==> src/hdl/mrst_pkg.sv <==
// ----------------------------------------------------------------------------
// mrst_pkg
// Shared types and constants for the multicast ring slot tracker.
// ----------------------------------------------------------------------------
package mrst_pkg;

  localparam int unsigned SLOTS_DEF       = 16;
  localparam int unsigned MAX_READERS_DEF = 64;
  localparam logic [15:0] MAX_LEN_RESET   = 16'd4096;

  typedef enum logic [2:0] {
    OP_OPEN   = 3'd0,
    OP_CLOSE  = 3'd1,
    OP_WRITE  = 3'd2,
    OP_START  = 3'd3,
    OP_FINISH = 3'd4
  } op_t;

  typedef enum logic [2:0] {
    ST_OK      = 3'd0,
    ST_NOFREE  = 3'd1,
    ST_BADLEN  = 3'd2,
    ST_BUSY    = 3'd3,
    ST_EMPTY   = 3'd4,
    ST_OFFLINE = 3'd5
  } status_t;

  typedef enum logic [2:0] {
    S_IDLE,
    S_EXEC,
    S_READ,
    S_SWEEP,
    S_FINAL,
    S_OUT
  } state_t;

  // controller -> datapath
  typedef struct packed {
    logic load;      // capture input transaction
    logic exec;      // decode, issue reads of slot stores
    logic read;      // evaluate read data
    logic sweep;     // clear drop bits in one slot
    logic final_wr;  // commit result
    logic out_take;  // output transaction done
  } cmd_t;

  // datapath -> controller
  typedef struct packed {
    logic need_sweep;
    logic sweep_last;
  } stat_t;

endpackage

==> src/hdl/multicast_ring_slot_tracker.sv <==
// ----------------------------------------------------------------------------
// multicast_ring_slot_tracker
// Slot ownership tracking for a multicast message ring.
// ----------------------------------------------------------------------------
// One command transaction in on s_axis (op, reader, length, expired), one
// result transaction out on m_axis (status, reader_id, slot, slot_length,
// slot_freed). One command is handled at a time: s_axis_tready is high only
// while the block is idle.
// Close and evicting writes add a sweep that clears the dropped reader bits
// from the slot reader memory, one slot per cycle.
// The result is held on m_axis until taken; a stalled receiver holds off the
// next command.
// cfg_valid/cfg_ready write max_length; write only while idle.
// Reset (rst, synchronous) empties the reader mask, slots and write index and
// sets max_length to 4096.
// ----------------------------------------------------------------------------
module multicast_ring_slot_tracker import mrst_pkg::*; #(
  parameter int unsigned SLOTS       = SLOTS_DEF,
  parameter int unsigned MAX_READERS = MAX_READERS_DEF
) (
  input  logic        clk,
  input  logic        rst,
  input  logic        s_axis_tvalid,
  output logic        s_axis_tready,
  input  logic [31:0] s_axis_tdata,  // op[2:0], reader[8:3], length[24:9], expired[25]
  output logic        m_axis_tvalid,
  input  logic        m_axis_tready,
  // status[2:0], reader_id[8:3], slot[12:9], slot_length[28:13], slot_freed[29]
  output logic [31:0] m_axis_tdata,
  input  logic        cfg_valid,
  output logic        cfg_ready,
  input  logic [15:0] cfg_data
);

  cmd_t        cmd;
  stat_t       stat;
  logic [2:0]  status;
  logic [5:0]  reader_id;
  logic [3:0]  slot;
  logic [15:0] slot_length;
  logic        slot_freed;

  assign cfg_ready = 1'b1;

  mrst_ctrl u_ctrl (
    .clk       (clk),
    .rst       (rst),
    .in_valid  (s_axis_tvalid),
    .out_ready (m_axis_tready),
    .stat      (stat),
    .in_ready  (s_axis_tready),
    .out_valid (m_axis_tvalid),
    .cmd       (cmd)
  );

  mrst_dp #(
    .SLOTS       (SLOTS),
    .MAX_READERS (MAX_READERS)
  ) u_dp (
    .clk         (clk),
    .rst         (rst),
    .cmd         (cmd),
    .op          (s_axis_tdata[2:0]),
    .reader      (s_axis_tdata[8:3]),
    .length      (s_axis_tdata[24:9]),
    .expired     (s_axis_tdata[25]),
    .cfg_valid   (cfg_valid),
    .cfg_data    (cfg_data),
    .stat        (stat),
    .status      (status),
    .reader_id   (reader_id),
    .slot        (slot),
    .slot_length (slot_length),
    .slot_freed  (slot_freed)
  );

  assign m_axis_tdata = {2'b00, slot_freed, slot_length, slot, reader_id, status};

endmodule

==> src/hdl/mrst_ctrl.sv <==
// ----------------------------------------------------------------------------
// mrst_ctrl
// Sequencer: load, read slot stores, optional sweep over all slots, commit.
// ----------------------------------------------------------------------------
module mrst_ctrl import mrst_pkg::*; (
  input  logic  clk,
  input  logic  rst,
  input  logic  in_valid,
  input  logic  out_ready,
  input  stat_t stat,
  output logic  in_ready,
  output logic  out_valid,
  output cmd_t  cmd
);

  state_t state, state_next;

  always_ff @(posedge clk) begin
    if (rst) begin
      state <= S_IDLE;
    end else begin
      state <= state_next;
    end
  end

  always_comb begin
    state_next = state;
    unique case (state)
      S_IDLE:  if (in_valid) state_next = S_EXEC;
      S_EXEC:  state_next = S_READ;
      S_READ:  state_next = stat.need_sweep ? S_SWEEP : S_FINAL;
      S_SWEEP: if (stat.sweep_last) state_next = S_FINAL;
      S_FINAL: state_next = S_OUT;
      S_OUT:   if (out_ready) state_next = S_IDLE;
      default: state_next = S_IDLE;
    endcase
  end

  always_comb begin
    in_ready     = (state == S_IDLE);
    out_valid    = (state == S_OUT);
    cmd          = '0;
    cmd.load     = (state == S_IDLE) && in_valid;
    cmd.exec     = (state == S_EXEC);
    cmd.read     = (state == S_READ);
    cmd.sweep    = (state == S_SWEEP);
    cmd.final_wr = (state == S_FINAL);
    cmd.out_take = (state == S_OUT) && out_ready;
  end

endmodule

==> src/hdl/mrst_dp.sv <==
// ----------------------------------------------------------------------------
// mrst_dp
// Datapath: reader mask, slot reader/length memories, per-reader read index.
// ----------------------------------------------------------------------------
module mrst_dp import mrst_pkg::*; #(
  parameter int unsigned SLOTS       = SLOTS_DEF,
  parameter int unsigned MAX_READERS = MAX_READERS_DEF
) (
  input  logic        clk,
  input  logic        rst,
  input  cmd_t        cmd,
  input  logic [2:0]  op,
  input  logic [5:0]  reader,
  input  logic [15:0] length,
  input  logic        expired,
  input  logic        cfg_valid,
  input  logic [15:0] cfg_data,
  output stat_t       stat,
  output logic [2:0]  status,
  output logic [5:0]  reader_id,
  output logic [3:0]  slot,
  output logic [15:0] slot_length,
  output logic        slot_freed
);

  localparam int unsigned SW = (SLOTS > 1) ? $clog2(SLOTS) : 1;
  localparam logic [63:0] VALID_MASK = (MAX_READERS >= 64) ? {64{1'b1}} :
                                       ((64'd1 << MAX_READERS) - 64'd1);

  logic [15:0]   max_length;
  logic [63:0]   reader_mask;
  logic [SW-1:0] write_index;
  logic [63:0]   online;
  logic [63:0]   srd_mem [SLOTS];
  logic [15:0]   len_mem [SLOTS];
  logic [SW-1:0] ridx_mem [64];

  logic [2:0]    op_q;
  logic [5:0]    reader_q;
  logic [15:0]   length_q;
  logic          expired_q;
  logic [SW-1:0] ridx_q;
  logic [63:0]   srd_q;
  logic [15:0]   len_q;
  logic [63:0]   drop;
  logic [SW-1:0] sweep_idx;
  logic          wr_go;
  logic [SW-1:0] s_addr;
  logic          wr_ok;

  logic [63:0] rbit, freebits;
  logic        in_range;
  logic [5:0]  first_free;

  logic [2:0]    status_next;
  logic [5:0]    reader_id_next;
  logic [3:0]    slot_next;
  logic [15:0]   slot_length_next;
  logic          slot_freed_next;
  logic [63:0]   reader_mask_next;
  logic [63:0]   online_next;
  logic [SW-1:0] write_index_next;

  assign rbit     = 64'd1 << reader_q;
  assign in_range = |(VALID_MASK & rbit);
  assign freebits = ~reader_mask & VALID_MASK;

  always_comb begin
    first_free = '0;
    for (int i = 63; i >= 0; i--) begin
      if (freebits[i]) first_free = 6'(i);
    end
  end

  // read address for slot memories
  always_comb begin
    if (op_q == OP_WRITE) s_addr = write_index;
    else                  s_addr = ridx_q;
  end

  assign wr_ok = (op_q == OP_WRITE) && (length_q != 16'd0) && (length_q <= max_length)
                 && ((srd_mem[s_addr] == 64'd0) || expired_q);

  assign stat.need_sweep = (|drop) || (wr_ok && (|srd_mem[s_addr]));
  assign stat.sweep_last = (sweep_idx == SW'(SLOTS - 1));

  always_ff @(posedge clk) begin
    if (cmd.load) begin
      op_q      <= op;
      reader_q  <= reader;
      length_q  <= length;
      expired_q <= expired;
    end
    if (cmd.exec) begin
      ridx_q <= ridx_mem[reader_q];
    end
    if (cmd.read) begin
      srd_q <= srd_mem[s_addr];
      len_q <= len_mem[s_addr];
    end
    if (cmd.final_wr && wr_go) begin
      len_mem[write_index] <= length_q;
    end
    if (cmd.final_wr && op_q == OP_FINISH && in_range && online[reader_q]) begin
      ridx_mem[reader_q] <= SW'((SLOTS == (1 << SW)) ? ridx_q + 1'b1 :
                            ((ridx_q == SW'(SLOTS - 1)) ? '0 : ridx_q + 1'b1));
    end
    if (cmd.final_wr && op_q == OP_OPEN && |freebits) begin
      ridx_mem[first_free] <= write_index;
    end
  end

  always_ff @(posedge clk) begin
    if (rst) begin
      for (int i = 0; i < SLOTS; i++) srd_mem[i] <= '0;
    end else begin
      if (cmd.sweep) begin
        srd_mem[sweep_idx] <= srd_mem[sweep_idx] & ~drop;
      end
      if (cmd.final_wr && wr_go) begin
        srd_mem[write_index] <= reader_mask & ~drop;
      end
      if (cmd.final_wr && op_q == OP_FINISH && in_range && online[reader_q]) begin
        srd_mem[ridx_q] <= srd_q & ~rbit;
      end
    end
  end

  always_comb begin
    status_next      = ST_OK;
    reader_id_next   = '0;
    slot_next        = '0;
    slot_length_next = '0;
    slot_freed_next  = 1'b0;
    reader_mask_next = reader_mask;
    online_next      = online;
    write_index_next = write_index;
    unique case (op_q) inside
      OP_OPEN: begin
        if (|freebits) begin
          reader_mask_next = reader_mask | (64'd1 << first_free);
          online_next      = online | (64'd1 << first_free);
          reader_id_next   = first_free;
        end else begin
          status_next = ST_NOFREE;
        end
      end
      OP_CLOSE: begin
        reader_mask_next = reader_mask & ~drop;
        online_next      = online & ~drop;
      end
      OP_WRITE: begin
        if (length_q == 0 || length_q > max_length) begin
          status_next = ST_BADLEN;
        end else begin
          slot_next = 4'(write_index);
          if (!wr_go) begin
            status_next = ST_BUSY;
          end else begin
            reader_mask_next = reader_mask & ~drop;
            online_next      = online & ~drop;
            write_index_next = (write_index == SW'(SLOTS - 1)) ? '0
                               : write_index + 1'b1;
          end
        end
      end
      OP_START, OP_FINISH: begin
        if (!in_range || !online[reader_q]) begin
          status_next = ST_OFFLINE;
        end else begin
          slot_next = 4'(ridx_q);
          if (op_q == OP_START) begin
            if (|(srd_q & rbit)) slot_length_next = len_q;
            else                 status_next = ST_EMPTY;
          end else begin
            slot_freed_next = ((srd_q & ~rbit) == 64'd0);
          end
        end
      end
      default: ;
    endcase
  end

  always_ff @(posedge clk) begin
    if (rst) begin
      max_length  <= MAX_LEN_RESET;
      reader_mask <= '0;
      write_index <= '0;
      online      <= '0;
      sweep_idx   <= '0;
      wr_go       <= 1'b0;
      drop        <= '0;
      status      <= ST_OK;
      reader_id   <= '0;
      slot        <= '0;
      slot_length <= '0;
      slot_freed  <= 1'b0;
    end else begin
      if (cfg_valid) max_length <= cfg_data;
      if (cmd.exec) begin
        sweep_idx <= '0;
        wr_go     <= 1'b0;
        drop      <= (op_q == OP_CLOSE && in_range) ? rbit : '0;
      end
      if (cmd.read && wr_ok) begin
        wr_go <= 1'b1;
        drop  <= srd_mem[s_addr];
      end
      if (cmd.sweep) sweep_idx <= sweep_idx + 1'b1;
      if (cmd.final_wr) begin
        status      <= status_next;
        reader_id   <= reader_id_next;
        slot        <= slot_next;
        slot_length <= slot_length_next;
        slot_freed  <= slot_freed_next;
        reader_mask <= reader_mask_next;
        online      <= online_next;
        write_index <= write_index_next;
      end
    end
  end

endmodule
==> config.mk <==
export PLATFORM = sky130hd
export DESIGN_NAME = multicast_ring_slot_tracker
export DESIGN_NICKNAME = d
export VERILOG_FILES = /design/src/hdl/mrst_pkg.sv /design/src/hdl/multicast_ring_slot_tracker.sv /design/src/hdl/mrst_ctrl.sv /design/src/hdl/mrst_dp.sv
export SDC_FILE = /design/constraint.sdc
export NUM_CORES = 2
export LEC_CHECK = 0
export ABC_AREA = 1
export ABC_CLOCK_PERIOD_IN_PS = 22500
export BUFFER_PORTS_ARGS = -buffer_cell sky130_fd_sc_hd__buf_4
export CAP_MARGIN = 20
export CORE_ASPECT_RATIO = 0.75
export CORE_MARGIN = 2
export CORE_UTILIZATION = 42
export CTS_BUF_LIST = sky130_fd_sc_hd__clkbuf_4 sky130_fd_sc_hd__clkbuf_8
export CTS_CLUSTER_SIZE = 40
export DETAILED_ROUTE_END_ITERATION = 10
export PLACE_DENSITY = 0.57
export REMOVE_ABC_BUFFERS = 1
export SLEW_MARGIN = 30
export SYNTH_ARGS = -nofsm -noshare
export SYNTH_HDL_FRONTEND = slang
export SYNTH_SLANG_ARGS = --single-unit
==> constraint.sdc <==
create_clock -name clk -period 22.5 [get_ports clk]
set_clock_uncertainty 0.05 [all_clocks]
set_input_delay 2.25 -clock clk [delete_from_list [all_inputs] [get_ports clk]]
set_output_delay 2.25 -clock clk [all_outputs]
set_load 0.01 [all_outputs]
==> reports/results.ini <==
[timing]
hold_viol_final=0
setup_viol=0
fin_tns_setup_ns=0
whs_ns=0.414
fmax_mhz=96.4
tightest_slew_ns=1.11
rsz0062_at_grt=no
max_slew_margin_pct=26.2
min_period_ns=10.37
finalCritPeriodShare_pct=46.1
drv_slew=0

[logic_synthesis]
muxShareOfSynthArea_pct=1.03
synth_ff_type=edfxtp_1
synth-seq-cells=1900
synth.top_cell.area_share_pct=49.4
yosysSeqAreaShare_pct=54.4
yosys.area_share.adder_pct=0.312
syn_area_per_cell_um2=8.97
synth_area_mm2=0.100
synthXorXnorAreaFrac_pct=0.0262
async_flop_share_pct=0
yosys_warnings=0
synthSimpleGateAreaFrac_pct=13.8
synth_cells=11200
synth_top_family_by_area=compound AO/OA/AOI/OAI gates
synth_edf_count=1646
ys_types=54
synth_compound_area_share_pct=23.2
netlist_top_cells_area=edfxtp_1, o21ai_0, nand3_1
yosysTopAreaCell=edfxtp_1

[global_route]
busiest_layer=met2
grt_pass1_vias=84400
antenna_found_initial=21
grt_pass1_wl_um=606000
grt_max_degree=218
gr-total-overflow=0
grtUsageMet1_pct=47.2
grt_usage_pct=34.2
met2_usage_pct=49.1
globalRouteMet3Util_pct=9.90

[job]
max_cap_viol_count=0

[setup_path]
worstReg2RegEnd=u_dp.drop[27]
cp-start-kind=register
cp-startpoint=u_dp.op_q[2]
cp-endpoint=u_dp.drop[27]
cp_slowest_cell=buf_4
r2r_cells=24
cp_top_family=buffers and inverters
end_kind=register
crit_path_frequent_cell=buf_4
worstPathCellList=nor2_1 -> nand2_1 -> inv_1 -> nand2_1 -> o21ai_4 -> buf_4 -> buf_4 -> buf_4 -> buf_4 -> buf_4 -> a21oi_1 -> o21ai_0 -> o21ai_0 -> o221ai_1 -> nand2_1 -> nor4_1 -> nand4_1 -> or4_1 -> nand2_1 -> nand3_1 -> inv_2 -> buf_4 -> a21oi_1 -> a21oi_1
slowest_delay_ns=0.86
critical_path_buf_inv_count=8
worstPathMaxFanout=88
cp.depth=24
r2r_setup_slack_ns=12.13
r2r_start=u_dp.op_q[2]
required_ns=23.40
critPathKind=reg2reg
cp.arrival_ns=11.27

[placed_design]
port_buffers=78
dp.cells=13500
place_hpwl_um=240000
place_congestion=0.985

[drt]
via_per_inst=6.60
drc=0
drt_iter0_drc=15300
ant_nets=0
dr_total_vias=92900
wl_per_cell_um=30.5
dr.pass1.iters=7
routed_wl_um=429000

[clocking]
cts_hold_buf=0
cts_buffers=328
cts.clk_slew.worst_paths_ns=0.06
post_cts_buffers=0
cts_sinks=1900
clock_latency_ns=1.02
clockRootBuffer=clkbuf_8
htree_levels=5
ctsResizeCount=0
cts_tree=done
cts_buffer_depth=4

[layout]
fillers=22400
fin_nets=10800
drive_gt1_share_pct=9.17
synthToLayoutAreaGrowth_pct=9.53
stdcell_count=14100

[pwr]
leakage_nw=35.4
power.total_w=0.00963
power_density_mw_per_mm2=87.8
vdd.ir_drop.worst_uv=69.2

[floorplan]
die_area_mm2=0.242
ioPinCount=88
initial_core_util_pct=42.2
core_mm2=0.238
die_h_um=427
rows=155
die_w_um=568

[run_status]
outcome=complete, no violations

[min_path]
min_path_type=reg2reg
min_from=u_dp.max_length[4]

-- worst min-delay path by stage --
stage               slack, ns  cells past startpoint                   to
finish                   0.41                      2   u_dp.max_length[4]
global placement         0.40                      2  u_dp.max_length[15]
CTS                      0.41                      2   u_dp.max_length[7]
floorplan                0.39                      2  u_dp.max_length[15]
detailed placement       0.40                      2   u_dp.max_length[4]
global route             0.43                      2      u_dp.online[62]
-- area by class of cell --
cell class,count,area [um2],area share (%)
Sequential cell,1900,54500,49.7
Clock inverter,103,649,0.592
Antenna cell,8,20.0,0.0183
Inverter,774,2960,2.70
Timing Repair Buffer,299,2550,2.32
Tap cell,3140,3930,3.58
Multi-Input combinational cell,7382,39300,35.8
Clock buffer,480,5790,5.28
-- Yosys cell counts (all sizes together) (17+ instances only) --
library cell     n
dfxtp          254
a221oi          17
nor4            42
ha              25
o21ai         2407
mux2i          103
edfxtp        1646
inv            769
nor3            75
a22oi           92
o221ai         153
clkbuf         872
o22ai           49
o211a           32
a311oi          42
o211ai         227
nand2          914
nand3         1383
a31oi          106
o21a            33
a21oi          947
o31ai           42
buf            243
nand4           69
nor2           569
-- stage by stage --
| step | cell area, um2 | utilization [%] | setup slack [ns] |
|---|---|---|---|
| final | 110000 | 46.2 | 12.13 |
| after global routing | 110000 | 46.2 | 11.76 |
| after CTS | 109000 | 46.1 | 12.59 |
| after detailed placement | 103000 | 43.4 | 12.58 |
| after global placement | 103000 | 43.3 | 12.73 |
| after floorplan | 95900 | - | -30.61 |
-- worst min-delay path: stages, from the launching register on --
cell and delay [ns]:
dfxtp_1 0.30, inv_1 0.06, a21oi_1 0.06
-- where the power goes --
group | leakage [nW] | internal (W) | switching [W]
Sequential | 18.2 | 0.00404 | 0.0000822
Combinational | 13.8 | 0.000487 | 0.00176
Clock | 3.42 | 0.00171 | 0.00154
Total | 35.4 | 0.00624 | 0.00339
-- flip-flops by register name, indices dropped and copies added, names as in the netlist, 6 cells and up, named ones only --
register          cells
u_dp.ridx_mem       256
u_dp.max_length      16
u_dp.drop            64
u_dp.reader_id        6
u_dp.length_q        16
u_dp.srd_mem       1024
u_dp.slot_length     16
u_dp.srd_q           64
u_dp.len_q           16
u_dp.online          64
u_dp.reader_mask     64
u_dp.len_mem        256
u_dp.reader_q         6
-- layout by cell type (no fill, tap or decap), types with 42 or more instances in the layout --
| master | n |
|---|---|
| clkbuf_4 | 130 |
| edfxtp_1 | 1646 |
| nand4_1 | 69 |
| o211ai_1 | 227 |
| o22ai_1 | 49 |
| clkinv_1 | 57 |
| nor2_1 | 519 |
| nand2_1 | 885 |
| a31oi_1 | 106 |
| nor3_1 | 70 |
| a21oi_1 | 937 |
| nand3_1 | 1354 |
| o31ai_1 | 42 |
| inv_1 | 752 |
| a22oi_1 | 92 |
| clkbuf_8 | 350 |
| o21ai_0 | 2367 |
| a311oi_1 | 42 |
| mux2i_1 | 103 |
| buf_4 | 266 |
| o221ai_1 | 153 |
| dfxtp_1 | 250 |
-- metal layers --
layer / vias up / share of wire, %
met2: 7098 / 41
li1: 39800 / -
met3: 1405 / 14
met5: - / 0.034
met4: 15 / 5.3
met1: 44600 / 39
-- cells by family (layout without fill, tap and decap cells) --
| family | after synthesis | after routing |
|---|---|---|
| and+or+nand+nor | 3058 | 3058 |
| AOI/OAI and AO/OA | 4190 | 4190 |
| other | 2 | 11 |
| DFF | 1900 | 1900 |
| xor gates and xnor gates | 3 | 3 |
| adders and majority gates | 25 | 25 |
| muxes | 103 | 103 |
| buffers and inverters | 1889 | 1656 |
Note: power is estimated with default switching activity, not from simulation.
